### config.mk
export PLATFORM = sky130hd
export DESIGN_NAME = serial_command_line_decoder_top
export DESIGN_NICKNAME = d
export VERILOG_FILES = /design/src/rtl/core/scld_pkg.sv /design/src/rtl/core/serial_command_line_decoder_top.sv /design/src/rtl/core/scld_ctrl.sv /design/src/rtl/core/scld_datapath.sv
export SDC_FILE = /design/constraint.sdc
export NUM_CORES = 1
export LEC_CHECK = 0
export CORE_MARGIN = 8
export CORE_UTILIZATION = 62
export DETAILED_ROUTE_END_ITERATION = 8
export DONT_BUFFER_PORTS = 1
export PLACE_DENSITY = 0.79
export SLEW_MARGIN = 25
export SYNTH_ARGS = -nofsm -noshare
export SYNTH_HDL_FRONTEND = slang
export SYNTH_SLANG_ARGS = --single-unit
### constraint.sdc
create_clock -name clock -period 3 [get_ports clock]
set_input_delay 0.3 -clock clock [delete_from_list [all_inputs] [get_ports clock]]
set_output_delay 0.3 -clock clock [all_outputs]
set_load 0.01 [all_outputs]
### src/rtl/core/scld_pkg.sv
// Shared types and constants for the serial command line decoder.
package scld_pkg;

   // Input word: one received byte or a forced return to waiting mode
   typedef struct packed {
      logic       op;
      logic [7:0] rx_byte;
      logic       buttons_accepted;
   } req_word_type;

   // Result word
   typedef struct packed {
      logic [2:0] kind;
      logic [7:0] data_char;
      logic       echo_valid;
      logic       echo_enabled;
      logic       dropped;
      logic       last;
   } rsp_word_type;

   // Controller to datapath commands
   typedef struct packed {
      logic accept;     // take the input word and load its status result
      logic start;      // begin streaming the stored name
      logic emit_char;  // load the next name or suffix character
   } ctl_cmd_type;

   // Datapath to controller status
   typedef struct packed {
      logic slot_free;    // output register empty or being drained
      logic line_done;    // current input word completes a line
      logic stream_last;  // current stream character is the final one
   } ctl_status_type;

   // Input op codes
   localparam logic OP_BYTE  = 1'b0;
   localparam logic OP_FORCE = 1'b1;

   // Result kinds
   localparam logic [2:0] KIND_NONE   = 3'd0;
   localparam logic [2:0] KIND_PREV   = 3'd1;
   localparam logic [2:0] KIND_PAUSE  = 3'd2;
   localparam logic [2:0] KIND_NEXT   = 3'd3;
   localparam logic [2:0] KIND_LIST   = 3'd4;
   localparam logic [2:0] KIND_DONE   = 3'd5;
   localparam logic [2:0] KIND_FINISH = 3'd6;
   localparam logic [2:0] KIND_CHAR   = 3'd7;

   // Parse modes; code 3 behaves as waiting
   localparam logic [1:0] MODE_WAIT = 2'd0;
   localparam logic [1:0] MODE_LINE = 2'd1;
   localparam logic [1:0] MODE_PLAY = 2'd2;

   // Command bytes
   localparam logic [7:0] CH_START  = 8'h53;  // 'S'
   localparam logic [7:0] CH_LIST   = 8'h52;  // 'R'
   localparam logic [7:0] CH_ECHO   = 8'h4F;  // 'O'
   localparam logic [7:0] CH_PREV   = 8'h42;  // 'B'
   localparam logic [7:0] CH_PAUSE  = 8'h50;  // 'P'
   localparam logic [7:0] CH_NEXT   = 8'h4E;  // 'N'
   localparam logic [7:0] CH_ABORT  = 8'h3C;  // '<'
   localparam logic [7:0] CH_DOT    = 8'h2E;  // '.'
   localparam logic [7:0] CH_FINISH = 8'h46;  // 'F'
   localparam logic [7:0] CH_BKSP   = 8'h08;
   localparam logic [7:0] CH_W      = 8'h57;  // 'W'
   localparam logic [7:0] CH_A      = 8'h41;  // 'A'
   localparam logic [7:0] CH_V      = 8'h56;  // 'V'

   // Characters of the ".WAV" suffix
   function automatic logic [7:0] suffix_char(input logic [1:0] idx);
      logic [7:0] ch;
      case (idx)
         2'd0: ch = CH_DOT;
         2'd1: ch = CH_W;
         2'd2: ch = CH_A;
         2'd3: ch = CH_V;
         default: ch = CH_DOT;
      endcase
      return ch;
   endfunction

endpackage

### src/rtl/core/serial_command_line_decoder_top.sv
// Top level of the serial command line decoder.
// Each accepted byte yields one status word; a byte that completes a name line then
// streams the stored name and ".WAV" as further words, one per cycle while the output
// is not stalled by rsp_ready, the final word flagged last. An input word is taken
// whenever the output register is free or being drained. A completed line holds off
// further input for its stream of name length + 4 characters, paced by the single
// output register and the one-read-per-cycle name memory.
// Characters beyond NAME_CHARS are not stored and are reported as dropped.
module serial_command_line_decoder_top #(
   parameter int NAME_CHARS = 9
) (
   input  logic                 clock,
   input  logic                 reset,
   input  logic                 req_valid,
   output logic                 req_ready,
   input  scld_pkg::req_word_type req_word,
   output logic                 rsp_valid,
   input  logic                 rsp_ready,
   output scld_pkg::rsp_word_type rsp_word
);
   import scld_pkg::*;

   ctl_cmd_type    cmd;
   ctl_status_type status;

   scld_ctrl u_ctrl (
      .clock     (clock),
      .reset     (reset),
      .req_valid (req_valid),
      .req_ready (req_ready),
      .status    (status),
      .cmd       (cmd)
   );

   scld_datapath #(
      .NAME_CHARS (NAME_CHARS)
   ) u_datapath (
      .clock     (clock),
      .reset     (reset),
      .req_word  (req_word),
      .cmd       (cmd),
      .status    (status),
      .rsp_valid (rsp_valid),
      .rsp_ready (rsp_ready),
      .rsp_word  (rsp_word)
   );

endmodule

### src/rtl/core/scld_ctrl.sv
// Controller state machine: input acceptance and name streaming sequence.
module scld_ctrl (
   input  logic                   clock,
   input  logic                   reset,
   input  logic                   req_valid,
   output logic                   req_ready,
   input  scld_pkg::ctl_status_type status,
   output scld_pkg::ctl_cmd_type    cmd
);
   import scld_pkg::*;

   localparam logic ST_IDLE   = 1'b0;
   localparam logic ST_STREAM = 1'b1;

   logic state_ff;
   logic state_in;

   // Next state and commands
   always_comb begin
      state_in      = state_ff;
      req_ready     = 1'b0;
      cmd.accept    = 1'b0;
      cmd.start     = 1'b0;
      cmd.emit_char = 1'b0;
      case (state_ff)
         ST_IDLE: begin
            req_ready = status.slot_free;
            if (req_valid && status.slot_free) begin
               cmd.accept = 1'b1;
               if (status.line_done) begin
                  cmd.start = 1'b1;
                  state_in  = ST_STREAM;
               end
            end
         end
         ST_STREAM: begin
            if (status.slot_free) begin
               cmd.emit_char = 1'b1;
               if (status.stream_last) begin
                  state_in = ST_IDLE;
               end
            end
         end
         default: state_in = ST_IDLE;
      endcase
   end

   always_ff @(posedge clock) begin
      if (reset) begin
         state_ff <= ST_IDLE;
      end else begin
         state_ff <= state_in;
      end
   end

endmodule

### src/rtl/core/scld_datapath.sv
// Datapath: parse state, name memory, stream counter and output register.
module scld_datapath #(
   parameter int NAME_CHARS = 9
) (
   input  logic                   clock,
   input  logic                   reset,
   input  scld_pkg::req_word_type   req_word,
   input  scld_pkg::ctl_cmd_type    cmd,
   output scld_pkg::ctl_status_type status,
   output logic                   rsp_valid,
   input  logic                   rsp_ready,
   output scld_pkg::rsp_word_type   rsp_word
);
   import scld_pkg::*;

   localparam int LEN_W = $clog2(NAME_CHARS + 1);
   localparam int IDX_W = (NAME_CHARS > 1) ? $clog2(NAME_CHARS) : 1;
   localparam int POS_W = $clog2(NAME_CHARS + 4);

   logic [1:0]       mode_ff, mode_in;
   logic [LEN_W-1:0] len_ff, len_in;
   logic             echo_ff, echo_in;
   logic [LEN_W-1:0] stream_len_ff;
   logic [POS_W-1:0] pos_ff, pos_in;
   logic [7:0]       name_mem_ff [NAME_CHARS];
   logic [7:0]       rd_data_ff;
   logic [IDX_W-1:0] rd_addr;
   logic             wr_en;
   logic             rsp_valid_ff;
   rsp_word_type     rsp_word_ff, rsp_word_in;

   logic [2:0]       kind;
   logic             drop;
   logic             done;
   logic [POS_W-1:0] stream_len_ext;
   logic [POS_W-1:0] suffix_off;
   logic [7:0]       stream_char;

   // Decode of the input word against the current mode
   always_comb begin
      mode_in = mode_ff;
      len_in  = len_ff;
      echo_in = echo_ff;
      kind    = KIND_NONE;
      drop    = 1'b0;
      done    = 1'b0;
      wr_en   = 1'b0;
      if (req_word.op == OP_FORCE) begin
         mode_in = MODE_WAIT;
      end else begin
         case (mode_ff)
            MODE_LINE: begin
               if (req_word.rx_byte == CH_BKSP) begin
                  if (len_ff != '0) len_in = len_ff - LEN_W'(1);
               end else if (req_word.rx_byte == CH_ABORT) begin
                  mode_in = MODE_WAIT;
               end else if (req_word.rx_byte != CH_DOT) begin
                  if (len_ff < LEN_W'(NAME_CHARS)) begin
                     wr_en  = 1'b1;
                     len_in = len_ff + LEN_W'(1);
                  end else begin
                     drop = 1'b1;
                  end
               end else begin
                  kind    = KIND_DONE;
                  done    = 1'b1;
                  mode_in = MODE_PLAY;
                  len_in  = '0;
               end
            end
            MODE_PLAY: begin
               if (req_word.rx_byte == CH_FINISH) begin
                  kind    = KIND_FINISH;
                  mode_in = MODE_WAIT;
                  len_in  = '0;
               end
            end
            default: begin
               mode_in = MODE_WAIT;
               if (req_word.rx_byte == CH_START) begin
                  len_in  = '0;
                  mode_in = MODE_LINE;
               end else if (req_word.rx_byte == CH_LIST) begin
                  kind = KIND_LIST;
               end else if (req_word.rx_byte == CH_ECHO) begin
                  echo_in = ~echo_ff;
               end else if (req_word.buttons_accepted) begin
                  if (req_word.rx_byte == CH_PREV) kind = KIND_PREV;
                  else if (req_word.rx_byte == CH_PAUSE) kind = KIND_PAUSE;
                  else if (req_word.rx_byte == CH_NEXT) kind = KIND_NEXT;
               end
            end
         endcase
      end
   end

   // Stream position and character select
   assign stream_len_ext = POS_W'(stream_len_ff);
   assign suffix_off     = pos_ff - stream_len_ext;
   assign stream_char    = (pos_ff < stream_len_ext) ? rd_data_ff
                                                     : suffix_char(suffix_off[1:0]);

   always_comb begin
      pos_in = pos_ff;
      if (cmd.start) pos_in = '0;
      else if (cmd.emit_char) pos_in = pos_ff + POS_W'(1);
   end

   assign rd_addr = (pos_in < POS_W'(NAME_CHARS)) ? pos_in[IDX_W-1:0] : '0;

   // Output register load
   always_comb begin
      rsp_word_in = rsp_word_ff;
      if (cmd.accept) begin
         rsp_word_in.kind         = kind;
         rsp_word_in.data_char    = (req_word.op == OP_FORCE) ? 8'd0 : req_word.rx_byte;
         rsp_word_in.echo_valid   = (req_word.op == OP_FORCE) ? 1'b0 : echo_in;
         rsp_word_in.echo_enabled = echo_in;
         rsp_word_in.dropped      = drop;
         rsp_word_in.last         = ~(done && (req_word.op == OP_BYTE));
      end else if (cmd.emit_char) begin
         rsp_word_in.kind         = KIND_CHAR;
         rsp_word_in.data_char    = stream_char;
         rsp_word_in.echo_valid   = 1'b0;
         rsp_word_in.echo_enabled = echo_ff;
         rsp_word_in.dropped      = 1'b0;
         rsp_word_in.last         = status.stream_last;
      end
   end

   // Control state
   always_ff @(posedge clock) begin
      if (reset) begin
         mode_ff      <= MODE_WAIT;
         len_ff       <= '0;
         echo_ff      <= 1'b0;
         pos_ff       <= '0;
         rsp_valid_ff <= 1'b0;
      end else begin
         pos_ff <= pos_in;
         if (cmd.accept) begin
            mode_ff <= mode_in;
            len_ff  <= len_in;
            echo_ff <= echo_in;
         end
         if (cmd.accept || cmd.emit_char) rsp_valid_ff <= 1'b1;
         else if (rsp_ready) rsp_valid_ff <= 1'b0;
      end
   end

   // Payload registers
   always_ff @(posedge clock) begin
      rsp_word_ff <= rsp_word_in;
      if (cmd.accept && done) stream_len_ff <= len_ff;
   end

   // Name memory: one write port, one registered read port
   always_ff @(posedge clock) begin
      if (cmd.accept && wr_en && (req_word.op == OP_BYTE)) begin
         name_mem_ff[len_ff[IDX_W-1:0]] <= req_word.rx_byte;
      end
      rd_data_ff <= name_mem_ff[rd_addr];
   end

   assign status.slot_free   = ~rsp_valid_ff | rsp_ready;
   assign status.line_done   = done && (req_word.op == OP_BYTE);
   assign status.stream_last = (pos_ff == stream_len_ext + POS_W'(3));

   assign rsp_valid = rsp_valid_ff;
   assign rsp_word  = rsp_word_ff;

endmodule
==> reports/metrics.json, run 1 <==
{
  "worstSetupPathDepth": {"value": 7},
  "cp_cell_sequence": {"value": "nand2b_1, nand2_1, mux2i_1, o221ai_1, or2_2, o22ai_1, o211ai_1"},
  "tmin_final": {"value": 2.72, "unit": "ns"},
  "largest_net_degree_at_the_start_of_global_routing": {"value": 21},
  "clockBufferDepth": {"value": 2},
  "routed_via_density": {"value": 6.57},
  "floorplan.initialDensity": {"value": 63.1, "unit": "%"},
  "finalWorstSetupSlack": {"value": 0.280, "unit": "ns"},
  "synth.avg_cell_area": {"value": 11.6, "unit": "um^2"},
  "routed_wirelength": {"value": 11.9, "unit": "mm"},
  "flow.area_growth_from_synthesis": {"value": 6.85, "unit": "%"},
  "timing.critical_path.from": {"value": "u_datapath.rsp_valid"},
  "timing.max_cap.violations": {"value": 0},
  "synth_largest_type_area_fraction": {"value": 53.2, "unit": "%"},
  "timing_worst_slew_pin_value": {"value": 0.763, "unit": "ns"},
  "ys_warn_count": {"value": 0},
  "worstHoldPathCells": {"value": 1},
  "cts_made_buffers": {"value": 9},
  "first_global_vias": {"value": 3464},
  "cp_top_family": {"value": "simple AND/OR/NAND/NOR gates"},
  "yosys_register_bits": {"value": 112},
  "mappedNetlistNets": {"value": 470},
  "power_density": {"value": 492, "unit": "nW/um^2"},
  "multi_input_area": {"value": 1850, "unit": "um^2"},
  "num-nets-final": {"value": 472},
  "worst_setup_path_start_kind": {"value": "flip-flop"},
  "cpMaxStageDelayCell": {"value": "sky130_fd_sc_hd__or2_2"},
  "drcViolationCount": {"value": 0},
  "globalRouteOverflowTotal": {"value": 0},
  "worst-setup-path-type": {"value": "reg -> reg"},
  "final_hold_viol_count": {"value": 0},
  "critPathMaxStageDelay": {"value": 0.51, "unit": "ns"},
  "max-slew-margin-rel": {"value": 49.0, "unit": "%"},
  "clkLatencyLatePin": {"value": 0.37, "unit": "ns"},
  "ys_top_cells_by_area": {"value": "sky130_fd_sc_hd__edfxtp_1 (53%), sky130_fd_sc_hd__dfxtp_1 (8.2%), sky130_fd_sc_hd__nand2_1 (4.5%), sky130_fd_sc_hd__ha_1 (3.4%), sky130_fd_sc_hd__a21oi_1 (3.2%)"},
  "timing.critical_path.required": {"value": 3.24, "unit": "ns"},
  "power": {"value": 0.00270, "unit": "W"},
  "synth.cell_area": {"value": 5130, "unit": "um^2"},
  "use_met2": {"value": 34.8, "unit": "%"},
  "busiest_layer": {"value": "met2"},
  "regToRegStartpoint": {"value": "u_datapath.rsp_valid"},
  "setup_viol_count_final": {"value": 0},
  "cts_htree_levels": {"value": 3},
  "grt_use_met1": {"value": 28.8, "unit": "%"},
  "gp_congestion": {"value": 0.917},
  "detail_route.first_pass.iterations": {"value": 5},
  "grt_use_total": {"value": 21.6, "unit": "%"},
  "ys.flop_type": {"value": "sky130_fd_sc_hd__edfxtp_1"},
  "netlist-cell-type-count": {"value": 52},
  "cts.sink_count": {"value": 112},
  "detailedPlacementHpwl": {"value": 8.31, "unit": "mm"},
  "worstHoldPathType": {"value": "in -> reg"},
  "synth_async_sr_flop_share": {"value": 0, "unit": "%"},
  "core.rowCount": {"value": 33},
  "antenna_found_initial": {"value": 0},
  "timing_max_transition_violations_final": {"value": 0},
  "coreArea": {"value": 8130, "unit": "um^2"},
  "critical_path.max_fanout": {"value": 8},
  "dpl_worst_slack": {"value": 0.396, "unit": "ns"},
  "clock_tree_from_tritoncts": {"value": "yes"},
  "placement.io_buffers": {"value": 0},
  "vias": {"value": 3633},
  "final.setup.tns": {"value": 0, "unit": "ns"},
  "dieArea": {"value": 11500, "unit": "um^2"},
  "grt_first_pass_wirelength": {"value": 18.9, "unit": "mm"},
  "critical_path.endpoint_type": {"value": "flip-flop"},
  "die_height": {"value": 107, "unit": "um"},
  "grt_util_met3": {"value": 4.14, "unit": "%"},
  "ff_latch_area": {"value": 3150, "unit": "um^2"},
  "layout-drive-gt1-share": {"value": 8.26, "unit": "%"},
  "final_core_util": {"value": 67.5, "unit": "%"},
  "worstPathBufferInverterCount": {"value": 0},
  "irDropWorstVdd": {"value": 0.331, "unit": "mV"},
  "drt_iter0_markers": {"value": 310},
  "die_width": {"value": 107, "unit": "um"},
  "routed_wire_length_per_instance": {"value": 21.6, "unit": "um"},
  "count_of_flip_flops_with_a_built_in_enable_after_synthesis": {"value": 91},
  "path_clk_slew": {"value": 0.11, "unit": "ns"},
  "diodes": {"value": 0},
  "synthMostInstantiatedCell": {"value": "sky130_fd_sc_hd__edfxtp_1"},
  "synth_commonest_cells": {"value": "sky130_fd_sc_hd__edfxtp_1 (91), sky130_fd_sc_hd__nand2_1 (62), sky130_fd_sc_hd__a21oi_1 (33), sky130_fd_sc_hd__dfxtp_1 (21), sky130_fd_sc_hd__nor2_1 (19)"},
  "num-fill-cells": {"value": 568},
  "final.setup_skew": {"value": 0.0153, "unit": "ns"},
  "synth.largest_area_cell": {"value": "sky130_fd_sc_hd__edfxtp_1"},
  "worst_hold_startpoint": {"value": "reset"},
  "grt_setup_unrepaired": {"value": "no"},
  "seq_area_frac_synth": {"value": 61.4, "unit": "%"},
  "cellLeakagePower": {"value": 1.88, "unit": "nW"},
  "ant_nets": {"value": 0},
  "status": {"value": "finished clean"},
  "io_pins": {"value": 31},
  "max_clock_freq": {"value": 368, "unit": "MHz"},
  "cp.arrival": {"value": 2.96, "unit": "ns"},
  "cts_root_buffer": {"value": "sky130_fd_sc_hd__clkbuf_8"},
  "netlist_instances": {"value": 441},
  "post-route-period-util": {"value": 90.7, "unit": "%"},
  "r2r.worst_path.cells": {"value": 7}
}
kinds of logic (layout without fill, tap and decap cells):
logic type / Yosys count / count (layout) / synth area share (%)
AND/OR/NAND/NOR: 153 / 153 / 15.2
buffers and inverters: 35 / 42 / 2.73
adder cells (fa/ha/maj): 15 / 15 / 3.80
multiplexers: 3 / 3 / 0.609
XOR/XNOR: 16 / 16 / 2.73
flip-flops: 112 / 112 / 61.4
AO/OA/AOI/OAI: 107 / 107 / 13.5
timing repair:
action	CTS	global route
endpoints found under the hold margin	11	0
buffers inserted	0	0
hold buffers	2	0
resized for setup	0	0
cell type report:
type	instances	area share [%]
flip-flops and latches	112	57.5
clock inverters	6	1.37
inverters	15	1.03
well taps	105	2.39
clock buffers	10	2.51
repair buffers	11	1.60
multi-input cells	294	33.6
layer usage:
layer,vias up,share of wire (%)
met5,-,0
met1,1747,42
met4,0,2.2
li1,1663,-
met3,30,8.0
met2,193,48
flip-flops by register name, indices dropped and copies added, names as in the netlist:
signal                     flops
u_datapath.len_ff              4
u_datapath.stream_len_ext      4
u_datapath.rsp_valid           1
u_datapath.rd_data_ff          8
u_datapath.mode_ff             2
u_datapath.echo_ff             1
u_datapath.rsp_word           15
u_datapath.pos_ff              4
u_ctrl.state_ff                1
u_datapath.name_mem_ff        72
path summary, 6_finish.rpt:
check | end | slack [ns]
hold reg to reg | u_datapath.rd_data_ff[3] | 0.48
setup / recovery | u_datapath.rd_data_ff[0] | 0.28
hold / removal | u_datapath.pos_ff[3] | 0.01
setup reg to reg | u_datapath.rd_data_ff[0] | 0.28
worst register-to-register path: stages, from the launching register on:
cell	delay [ns]
sky130_fd_sc_hd__dfxtp_1	0.41
sky130_fd_sc_hd__nand2b_1	0.17
sky130_fd_sc_hd__nand2_1	0.25
sky130_fd_sc_hd__mux2i_1	0.41
sky130_fd_sc_hd__o221ai_1	0.45
sky130_fd_sc_hd__or2_2	0.51
sky130_fd_sc_hd__o22ai_1	0.28
sky130_fd_sc_hd__o211ai_1	0.12
stage by stage:
stage	std cells	hold WS [ns]	cell area [um^2]
4_1_cts	553	0.00387	5490
3_3_place_gp	535	0.372	5250
3_5_place_dp	535	0.374	5250
5_1_grt	553	0.00220	5490
6_report	553	0.0103	5490
2_1_floorplan	441	0.372	5130
report_power, final:
group          switching (W)  internal [W]
clock network       0.000517      0.000423
logic              0.0000344     0.0000211
registers          0.0000120       0.00169
total               0.000564       0.00214
layout by cell type (no fill, tap or decap), drive strengths merged, types with 4 or more instances in the layout:
master and count:
a21oi 33, inv 17, xor2 6, edfxtp 91, dfxtp 21, o221ai 6
or4 4, nor3 7, xnor2 10, buf 9, nand2 62, nand3 10
o211ai 9, nor2 19, or2 4, ha 14, and3 12, a22oi 7
clkbuf 10, nand2b 7, and2 6, a31oi 16, o22ai 8, o21ai 12
nor2b 5
No activity file was read; power rests on OpenSTA's default activity.
==> run 2, diff against run 1 <==
--- a/config.mk
+++ b/config.mk
@@ -5,6 +5,7 @@
 export SDC_FILE = /design/constraint.sdc
 export NUM_CORES = 1
 export LEC_CHECK = 0
+export CORE_ASPECT_RATIO = 0.9
 export CORE_MARGIN = 8
 export CORE_UTILIZATION = 62
 export DETAILED_ROUTE_END_ITERATION = 8
==> run 2 against run 1 <==
Clock-buffer cell count down 1. Clock skew rose by 0.0016 ns. First-iteration DRC count up 54%. Combinational power rose by 14%. Total power decreased by 2.6%. Critical path depth stayed put. Maximum frequency rose by 1.5%. Cell count decreased by 0.18%. Flip-flop and latch count unchanged.
==> reports/metrics.json, run 2 (synthesis gave the netlist of run 1 again) <==
{
  "cp_top_family": {"value": "simple AND/OR/NAND/NOR gates", "change": "unchanged"},
  "ff_latch_area": {"value": 3150, "unit": "um^2", "change": "unchanged"},
  "cts.sink_count": {"value": 112, "change": "unchanged"},
  "grt_use_total": {"value": 21.3, "unit": "%", "change": "was 21.6%"},
  "detailedPlacementHpwl": {"value": 8.20, "unit": "mm", "change": "was 8.31 mm"},
  "final_common_cell": {"value": "sky130_fd_sc_hd__edfxtp_1", "change": "unchanged"},
  "cp_cell_sequence": {"value": "nand2b_1, nand2_1, mux2i_1, o221ai_1, or2_2, o22ai_1, o211ai_1", "change": "unchanged"},
  "critical_path.max_fanout": {"value": 8, "change": "unchanged"},
  "first_global_vias": {"value": 3409, "change": "was 3464"},
  "flow.area_growth_from_synthesis": {"value": 7.43, "unit": "%", "change": "was 6.85%"},
  "critical_path.endpoint_type": {"value": "flip-flop", "change": "unchanged"},
  "vias": {"value": 3658, "change": "was 3633"},
  "irDropWorstVdd": {"value": 0.308, "unit": "mV", "change": "was 0.331 mV"},
  "antenna_found_initial": {"value": 0, "change": "unchanged"},
  "grt_first_pass_wirelength": {"value": 18.8, "unit": "mm", "change": "was 18.9 mm"},
  "core.rowCount": {"value": 31, "change": "was 33"},
  "num-nets-final": {"value": 477, "change": "was 472"},
  "drt_iter0_markers": {"value": 478, "change": "was 310"},
  "worst_setup_path_start_kind": {"value": "flip-flop", "change": "unchanged"},
  "status": {"value": "finished clean", "change": "unchanged"},
  "dieArea": {"value": 11500, "unit": "um^2", "change": "about the same"},
  "final.setup_skew": {"value": 0.0169, "unit": "ns", "change": "was 0.0153 ns"},
  "cp.arrival": {"value": 2.93, "unit": "ns", "change": "was 2.96 ns"},
  "fin_cells": {"value": 552, "change": "was 553"},
  "ant_nets": {"value": 0, "change": "unchanged"},
  "cts_root_buffer": {"value": "sky130_fd_sc_hd__clkbuf_8", "change": "unchanged"},
  "setup_viol_count_final": {"value": 0, "change": "unchanged"},
  "final.setup.tns": {"value": 0, "unit": "ns", "change": "unchanged"},
  "cellLeakagePower": {"value": 1.88, "unit": "nW", "change": "about the same"},
  "tmin_final": {"value": 2.68, "unit": "ns", "change": "was 2.72 ns"},
  "clockBufferDepth": {"value": 2, "change": "unchanged"},
  "largest_net_degree_at_the_start_of_global_routing": {"value": 22, "change": "was 21"},
  "worst-setup-path-type": {"value": "reg -> reg", "change": "unchanged"},
  "multi_input_area": {"value": 1850, "unit": "um^2", "change": "unchanged"},
  "power_density": {"value": 477, "unit": "nW/um^2", "change": "was 492 nW/um^2"},
  "routed_wirelength": {"value": 12.1, "unit": "mm", "change": "was 11.9 mm"},
  "die_width": {"value": 112, "unit": "um", "change": "was 107 um"},
  "cpMaxStageDelayCell": {"value": "sky130_fd_sc_hd__or2_2", "change": "unchanged"},
  "max_clock_freq": {"value": 373, "unit": "MHz", "change": "was 368 MHz"},
  "clkLatencyLatePin": {"value": 0.38, "unit": "ns", "change": "was 0.37 ns"},
  "die_height": {"value": 102, "unit": "um", "change": "was 107 um"},
  "cts_htree_levels": {"value": 3, "change": "unchanged"},
  "worstHoldPathType": {"value": "in -> reg", "change": "unchanged"},
  "timing_worst_slew_pin_value": {"value": 0.815, "unit": "ns", "change": "was 0.763 ns"},
  "final_hold_viol_count": {"value": 0, "change": "unchanged"},
  "path_clk_slew": {"value": 0.12, "unit": "ns", "change": "was 0.11 ns"},
  "placement.io_buffers": {"value": 0, "change": "unchanged"},
  "timing.critical_path.required": {"value": 3.25, "unit": "ns", "change": "was 3.24 ns"},
  "place.detailed.instances": {"value": 528, "change": "was 535"},
  "max-slew-margin-rel": {"value": 45.4, "unit": "%", "change": "was 49.0%"},
  "post-route-period-util": {"value": 89.3, "unit": "%", "change": "was 90.7%"},
  "worstPathBufferInverterCount": {"value": 0, "change": "unchanged"},
  "cts_made_buffers": {"value": 9, "change": "unchanged"},
  "io_pins": {"value": 31, "change": "unchanged"},
  "timing.max_cap.violations": {"value": 0, "change": "unchanged"},
  "globalRouteOverflowTotal": {"value": 0, "change": "unchanged"},
  "diodes": {"value": 0, "change": "unchanged"},
  "timing_max_transition_violations_final": {"value": 0, "change": "unchanged"},
  "dpl_worst_slack": {"value": 0.266, "unit": "ns", "change": "was 0.396 ns"},
  "gp_congestion": {"value": 0.910, "change": "was 0.917"},
  "routed_via_density": {"value": 6.63, "change": "was 6.57"},
  "routed_wire_length_per_instance": {"value": 21.8, "unit": "um", "change": "was 21.6 um"},
  "clock_tree_from_tritoncts": {"value": "yes", "change": "unchanged"},
  "detail_route.first_pass.iterations": {"value": 5, "change": "unchanged"},
  "num-fill-cells": {"value": 550, "change": "was 568"},
  "largest_register_ff_count": {"value": 72, "change": "unchanged"},
  "layout-drive-gt1-share": {"value": 7.95, "unit": "%", "change": "was 8.26%"},
  "finalWorstSetupSlack": {"value": 0.321, "unit": "ns", "change": "was 0.280 ns"},
  "floorplan.initialDensity": {"value": 64.0, "unit": "%", "change": "was 63.1%"},
  "grt_setup_unrepaired": {"value": "no", "change": "unchanged"},
  "critPathMaxStageDelay": {"value": 0.49, "unit": "ns", "change": "was 0.51 ns"},
  "drcViolationCount": {"value": 0, "change": "unchanged"},
  "finalHoldWorstSlack": {"value": 0.0141, "unit": "ns", "change": "was 0.0103 ns"},
  "coreArea": {"value": 8030, "unit": "um^2", "change": "was 8130 um^2"},
  "power": {"value": 0.00263, "unit": "W", "change": "was 0.00270 W"},
  "layout_common_cells": {"value": "sky130_fd_sc_hd__edfxtp_1 (91), sky130_fd_sc_hd__nand2_1 (62), sky130_fd_sc_hd__a21oi_1 (32), sky130_fd_sc_hd__dfxtp_1 (21), sky130_fd_sc_hd__nor2_1 (19)", "change": "unchanged"}
}
-- run 2: cell type report --
cell class,instances,area share (%)
Timing Repair Buffer,16,2.54
Tap cell,99,2.25
Multi-Input combinational cell,294,33.5
Clock buffer,9,2.25
Clock inverter,7,1.34
Sequential cell,112,57.2
Inverter,15,1.02
-- run 2: path summary, 6_finish.rpt --
| kind | from | end | slack (ns) | depth (start not counted) |
|---|---|---|---|---|
| worst max register to register | u_datapath.rsp_valid | u_datapath.rd_data_ff[2] | 0.32 | 7 |
| worst min register to register | u_datapath.mode_ff[1] | u_datapath.mode_ff[1] | 0.50 | 2 |
| worst max-delay path | u_datapath.rsp_valid | u_datapath.rd_data_ff[2] | 0.32 | 7 |
| worst min-delay path | req_word[8] | u_datapath.name_mem_ff[4][7] | 0.01 | 0 |
-- run 2: report_power, final --
part | leakage [nW] | internal (W) | switching [W]
clock network | 0.0924 | 0.000325 | 0.000538
registers | 1.01 | 0.00169 | 0.0000124
logic | 0.774 | 0.0000263 | 0.0000368
-- run 2: per-layer routing --
metal / vias to the layer above / global-route usage [%] / wire length (um)
met1: 1770 / 29.2 / 5250
li1: 1664 / - / -
met2: 205 / 33.5 / 5570
met4: 0 / 7.87 / 204
met3: 19 / 3.90 / 1040
met5: - / 0 / 0
-- run 2: repair_timing --
| action | 4_1_cts | 5_1_grt |
|---|---|---|
| hold buffers | 1 | 7 |
| buffers inserted | 0 | 0 |
| resized for setup | 0 | 0 |
| endpoints found under the hold margin | 13 | 16 |
-- run 2: metrics by stage --
| stage | utilization, % | cell area, um^2 |
|---|---|---|
| floorplan | - | 5130 |
| global placement | 65.2 | 5240 |
| detailed placement | 65.2 | 5240 |
| CTS | 67.8 | 5440 |
| global route | 68.7 | 5520 |
| finish | 68.7 | 5520 |
==> run 3, diff against run 2 <==
--- a/config.mk
+++ b/config.mk
@@ -5,6 +5,7 @@
 export SDC_FILE = /design/constraint.sdc
 export NUM_CORES = 1
 export LEC_CHECK = 0
+export ABC_AREA = 1
 export CORE_ASPECT_RATIO = 0.9
 export CORE_MARGIN = 8
 export CORE_UTILIZATION = 62
==> run 3 against run 2 <==
Clock-buffer cell count grew 3. Wire length grew 4.2%. Worst hold slack gained 0.0079 ns. Cell area grew 6.6%. Register-to-register slack gained 0.33 ns. Sequential power is essentially flat. Synthesized area grew 8.2%. Clock skew shrank 0.0055 ns. Flip-flop and latch count is the same. Non-clock buffer count shrank 4. Via count grew 13%. Critical endpoint is now u_datapath.rd_data_ff[7]. Largest cell class unchanged.
==> reports/metrics.json, run 3 <==
{
  "critical_path.max_fanout": {"value": 32, "change": "was 8"},
  "cts.sink_count": {"value": 112, "change": "unchanged"},
  "yosys_register_bits": {"value": 112, "change": "unchanged"},
  "vias": {"value": 4128, "change": "was 3658"},
  "core.rowCount": {"value": 32, "change": "was 31"},
  "synthMostInstantiatedCell": {"value": "sky130_fd_sc_hd__inv_1", "change": "was sky130_fd_sc_hd__edfxtp_1"},
  "crit-reg2reg-capture": {"value": "u_datapath.rd_data_ff[7]", "change": "was u_datapath.rd_data_ff[2]"},
  "routed_wire_length_per_instance": {"value": 17.6, "unit": "um", "change": "was 21.8 um"},
  "io_pins": {"value": 31, "change": "unchanged"},
  "final_common_cell": {"value": "sky130_fd_sc_hd__inv_1", "change": "was sky130_fd_sc_hd__edfxtp_1"},
  "max-slew-margin-rel": {"value": 43.9, "unit": "%", "change": "was 45.4%"},
  "gp_congestion": {"value": 0.905, "change": "was 0.910"},
  "worstHoldPathType": {"value": "in -> reg", "change": "unchanged"},
  "final.setup_skew": {"value": 0.0114, "unit": "ns", "change": "was 0.0169 ns"},
  "synth.avg_cell_area": {"value": 9.48, "unit": "um^2", "change": "was 11.6 um^2"},
  "floorplan.initialDensity": {"value": 64.2, "unit": "%", "change": "was 64.0%"},
  "cellLeakagePower": {"value": 2.52, "unit": "nW", "change": "was 1.88 nW"},
  "detailedPlacementHpwl": {"value": 8.77, "unit": "mm", "change": "was 8.20 mm"},
  "timing.critical_path.required": {"value": 3.26, "unit": "ns", "change": "was 3.25 ns"},
  "ys.flop_type": {"value": "sky130_fd_sc_hd__edfxtp_1", "change": "unchanged"},
  "tmin_final": {"value": 2.35, "unit": "ns", "change": "was 2.68 ns"},
  "largest_register_ff_count": {"value": 72, "change": "unchanged"},
  "worst-setup-path-type": {"value": "reg -> reg", "change": "unchanged"},
  "finalWorstSetupSlack": {"value": 0.655, "unit": "ns", "change": "was 0.321 ns"},
  "cts_root_buffer": {"value": "sky130_fd_sc_hd__clkbuf_8", "change": "unchanged"},
  "setup_viol_count_final": {"value": 0, "change": "unchanged"},
  "r2r.worst_path.cells": {"value": 11, "change": "was 7"},
  "post-route-period-util": {"value": 78.2, "unit": "%", "change": "was 89.3%"},
  "synth.largest_area_cell": {"value": "sky130_fd_sc_hd__edfxtp_1", "change": "unchanged"},
  "post_cts_resize_count": {"value": 0, "change": "unchanged"},
  "grt_setup_unrepaired": {"value": "no", "change": "unchanged"},
  "ys_top_cells_by_area": {"value": "sky130_fd_sc_hd__edfxtp_1 (49%), sky130_fd_sc_hd__dfxtp_1 (7.6%), sky130_fd_sc_hd__inv_1 (7.4%), sky130_fd_sc_hd__nand2_1 (7.3%), sky130_fd_sc_hd__nand3_1 (6.5%)", "change": "was sky130_fd_sc_hd__edfxtp_1 (53%), sky130_fd_sc_hd__dfxtp_1 (8.2%), sky130_fd_sc_hd__nand2_1 (4.5%), sky130_fd_sc_hd__ha_1 (3.4%), sky130_fd_sc_hd__a21oi_1 (3.2%)"},
  "num-nets-final": {"value": 620, "change": "was 477"},
  "routed_via_density": {"value": 5.77, "change": "was 6.63"},
  "power_density": {"value": 447, "unit": "nW/um^2", "change": "was 477 nW/um^2"},
  "num-fill-cells": {"value": 688, "change": "was 550"},
  "detail_route.first_pass.iterations": {"value": 6, "change": "was 5"},
  "clkLatencyLatePin": {"value": 0.37, "unit": "ns", "change": "was 0.38 ns"},
  "mappedNetlistNets": {"value": 615, "change": "was 470"},
  "regToRegStartpoint": {"value": "u_datapath.mode_ff[1]", "change": "was u_datapath.rsp_valid"},
  "netlist-cell-type-count": {"value": 41, "change": "was 52"},
  "routed_wirelength": {"value": 12.6, "unit": "mm", "change": "was 12.1 mm"},
  "diodes": {"value": 0, "change": "unchanged"},
  "cts_htree_levels": {"value": 3, "change": "unchanged"},
  "worst_setup_path_start_kind": {"value": "flip-flop", "change": "unchanged"},
  "post_cts_buffers": {"value": 0, "change": "unchanged"},
  "timing_max_transition_violations_final": {"value": 0, "change": "unchanged"},
  "status": {"value": "finished clean", "change": "unchanged"},
  "coreArea": {"value": 8650, "unit": "um^2", "change": "was 8030 um^2"},
  "netlist_instances": {"value": 586, "change": "was 441"},
  "timing.max_cap.violations": {"value": 0, "change": "unchanged"},
  "count_of_flip_flops_with_a_built_in_enable_after_synthesis": {"value": 91, "change": "unchanged"},
  "grt_first_pass_wirelength": {"value": 20.5, "unit": "mm", "change": "was 18.8 mm"},
  "first_global_vias": {"value": 4057, "change": "was 3409"},
  "largest_net_degree_at_the_start_of_global_routing": {"value": 35, "change": "was 22"},
  "postCtsHoldBufs": {"value": 1, "change": "unchanged"},
  "ff_latch_area": {"value": 3150, "unit": "um^2", "change": "unchanged"},
  "path_clk_slew": {"value": 0.10, "unit": "ns", "change": "was 0.12 ns"},
  "max_clock_freq": {"value": 426, "unit": "MHz", "change": "was 373 MHz"},
  "critical_path.endpoint_type": {"value": "flip-flop", "change": "unchanged"},
  "synth_commonest_cells": {"value": "sky130_fd_sc_hd__inv_1 (109), sky130_fd_sc_hd__nand2_1 (108), sky130_fd_sc_hd__edfxtp_1 (91), sky130_fd_sc_hd__nand3_1 (72), sky130_fd_sc_hd__nand4_1 (37)", "change": "was sky130_fd_sc_hd__edfxtp_1 (91), sky130_fd_sc_hd__nand2_1 (62), sky130_fd_sc_hd__a21oi_1 (33), sky130_fd_sc_hd__dfxtp_1 (21), sky130_fd_sc_hd__nor2_1 (19)"},
  "dpl_worst_slack": {"value": 0.686, "unit": "ns", "change": "was 0.266 ns"},
  "final_design_area_no_fill": {"value": 5880, "unit": "um^2", "change": "was 5520 um^2"},
  "layout-drive-gt1-share": {"value": 8.72, "unit": "%", "change": "was 7.95%"},
  "die_width": {"value": 116, "unit": "um", "change": "was 112 um"},
  "irDropWorstVdd": {"value": 0.295, "unit": "mV", "change": "was 0.308 mV"},
  "cts_made_buffers": {"value": 9, "change": "unchanged"},
  "worstHoldPathCells": {"value": 0, "change": "unchanged"},
  "placement.io_buffers": {"value": 0, "change": "unchanged"},
  "clock_tree_from_tritoncts": {"value": "yes", "change": "unchanged"},
  "fin_cells": {"value": 715, "change": "was 552"},
  "multi_input_area": {"value": 1850, "unit": "um^2", "change": "about the same"},
  "die_height": {"value": 106, "unit": "um", "change": "was 102 um"},
  "grt_use_total": {"value": 21.7, "unit": "%", "change": "was 21.3%"},
  "final_hold_viol_count": {"value": 0, "change": "unchanged"},
  "dieArea": {"value": 12200, "unit": "um^2", "change": "was 11500 um^2"},
  "antenna_found_initial": {"value": 0, "change": "unchanged"},
  "synth_async_sr_flop_share": {"value": 0, "unit": "%", "change": "unchanged"},
  "flow.area_growth_from_synthesis": {"value": 5.86, "unit": "%", "change": "was 7.43%"},
  "globalRouteOverflowTotal": {"value": 0, "change": "unchanged"},
  "worst_hold_startpoint": {"value": "req_word[8]", "change": "unchanged"},
  "synth_largest_type_area_fraction": {"value": 49.2, "unit": "%", "change": "was 53.2%"},
  "ys_warn_count": {"value": 0, "change": "unchanged"},
  "drt_iter0_markers": {"value": 384, "change": "was 478"},
  "place.detailed.instances": {"value": 698, "change": "was 528"},
  "drcViolationCount": {"value": 0, "change": "unchanged"},
  "ant_nets": {"value": 0, "change": "unchanged"},
  "final.setup.tns": {"value": 0, "unit": "ns", "change": "unchanged"},
  "seq_area_frac_synth": {"value": 56.8, "unit": "%", "change": "was 61.4%"},
  "clockBufferDepth": {"value": 2, "change": "unchanged"},
  "cp.arrival": {"value": 2.60, "unit": "ns", "change": "was 2.93 ns"},
  "placement.cell_area": {"value": 5680, "unit": "um^2", "change": "was 5240 um^2"},
  "hold_end": {"value": "u_datapath.name_mem_ff[2][7]", "change": "was u_datapath.name_mem_ff[4][7]"},
  "timing_worst_slew_pin_value": {"value": 0.839, "unit": "ns", "change": "was 0.815 ns"},
  "rrSetupSlack": {"value": 0.65, "unit": "ns", "change": "was 0.32 ns"},
  "synth.cell_area": {"value": 5550, "unit": "um^2", "change": "was 5130 um^2"},
  "layout_common_cells": {"value": "sky130_fd_sc_hd__inv_1 (109), sky130_fd_sc_hd__nand2_1 (108), sky130_fd_sc_hd__edfxtp_1 (91), sky130_fd_sc_hd__nand3_1 (72), sky130_fd_sc_hd__nand4_1 (37)", "change": "was sky130_fd_sc_hd__edfxtp_1 (91), sky130_fd_sc_hd__nand2_1 (62), sky130_fd_sc_hd__a21oi_1 (32), sky130_fd_sc_hd__dfxtp_1 (21), sky130_fd_sc_hd__nor2_1 (19)"}
}
[run 3: changes by cell type in the layout (fill, tap and decap cells not counted), sizes merged, moves of 11 or more]
cell and change:
nand4 +35, a21oi -16, inv +100, and3 -12, nand3 +65, nand2 +49, o21ai +11, a31oi -16
[run 3: kinds of logic after synthesis]
| kind of cell | Yosys count | synth area share, % |
|---|---|---|
| compound gates | 48 | 4.80 |
| fa+ha+maj | 15 | 3.51 |
| buf+inv | 137 | 9.98 |
| xor+xnor | 7 | 1.10 |
| flops | 112 | 56.8 |
| simple gates | 267 | 23.8 |
[run 3: per-stage QoR]
step	hold WS, ns	utilization, %	total power, W
after floorplan	0.399	-	0.00177
after global placement	0.371	65.7	0.00178
after detailed placement	0.374	65.7	0.00179
after CTS	0.00392	68.0	0.00264
after global routing	0.00208	68.0	0.00268
final	0.0220	68.0	0.00263
[run 3: worst max path at each step]
stage,startpoint,end,slack (ns),cells after the start
final,u_datapath.mode_ff[1],u_datapath.rd_data_ff[7],0.65,11
after detailed placement,u_datapath.mode_ff[0],u_datapath.rd_data_ff[7],0.69,10
after CTS,u_datapath.rsp_valid,u_datapath.name_mem_ff[0][1],0.65,8
after floorplan,u_datapath.rsp_valid,u_datapath.name_mem_ff[5][0],0.91,7
after global placement,u_datapath.rsp_valid,u_datapath.name_mem_ff[4][6],0.75,8
after global routing,u_datapath.mode_ff[1],u_datapath.rd_data_ff[6],0.38,11
[run 3: report_power, final]
group	switching (W)	leakage, nW	internal, W	total (W)
Combinational	0.0000387	1.43	0.0000140	0.0000527
Clock	0.000480	0.0908	0.000391	0.000871
Sequential	0.0000119	0.997	0.00169	0.00170
Total	0.000531	2.52	0.00209	0.00263
[run 3: worst max-delay path, cell delays in order, from the launching register on]
cell and delay (ns):
sky130_fd_sc_hd__dfxtp_1 0.34, sky130_fd_sc_hd__inv_1 0.06, sky130_fd_sc_hd__ha_1 0.27, sky130_fd_sc_hd__inv_1 0.13, sky130_fd_sc_hd__nor2_2 0.22, sky130_fd_sc_hd__nand3_4 0.19
sky130_fd_sc_hd__nand3_2 0.50, sky130_fd_sc_hd__nand2_1 0.11, sky130_fd_sc_hd__nand3_1 0.09, sky130_fd_sc_hd__nand3_1 0.12, sky130_fd_sc_hd__nand3_1 0.13, sky130_fd_sc_hd__nand2_1 0.07
[run 3: final cells by class]
class	instances	area share (%)
sequential	112	53.6
multi-input combinational	337	31.4
inverter	119	7.62
tap	119	2.53
clock buffer	12	2.30
timing repair buffer	12	1.57
clock inverter	4	0.936
[run 3: layer usage]
metal	routed length, um	track usage, %
met1	5230	28.3
met2	6010	33.9
met3	1050	4.73
met4	278	9.53
met5	0	0
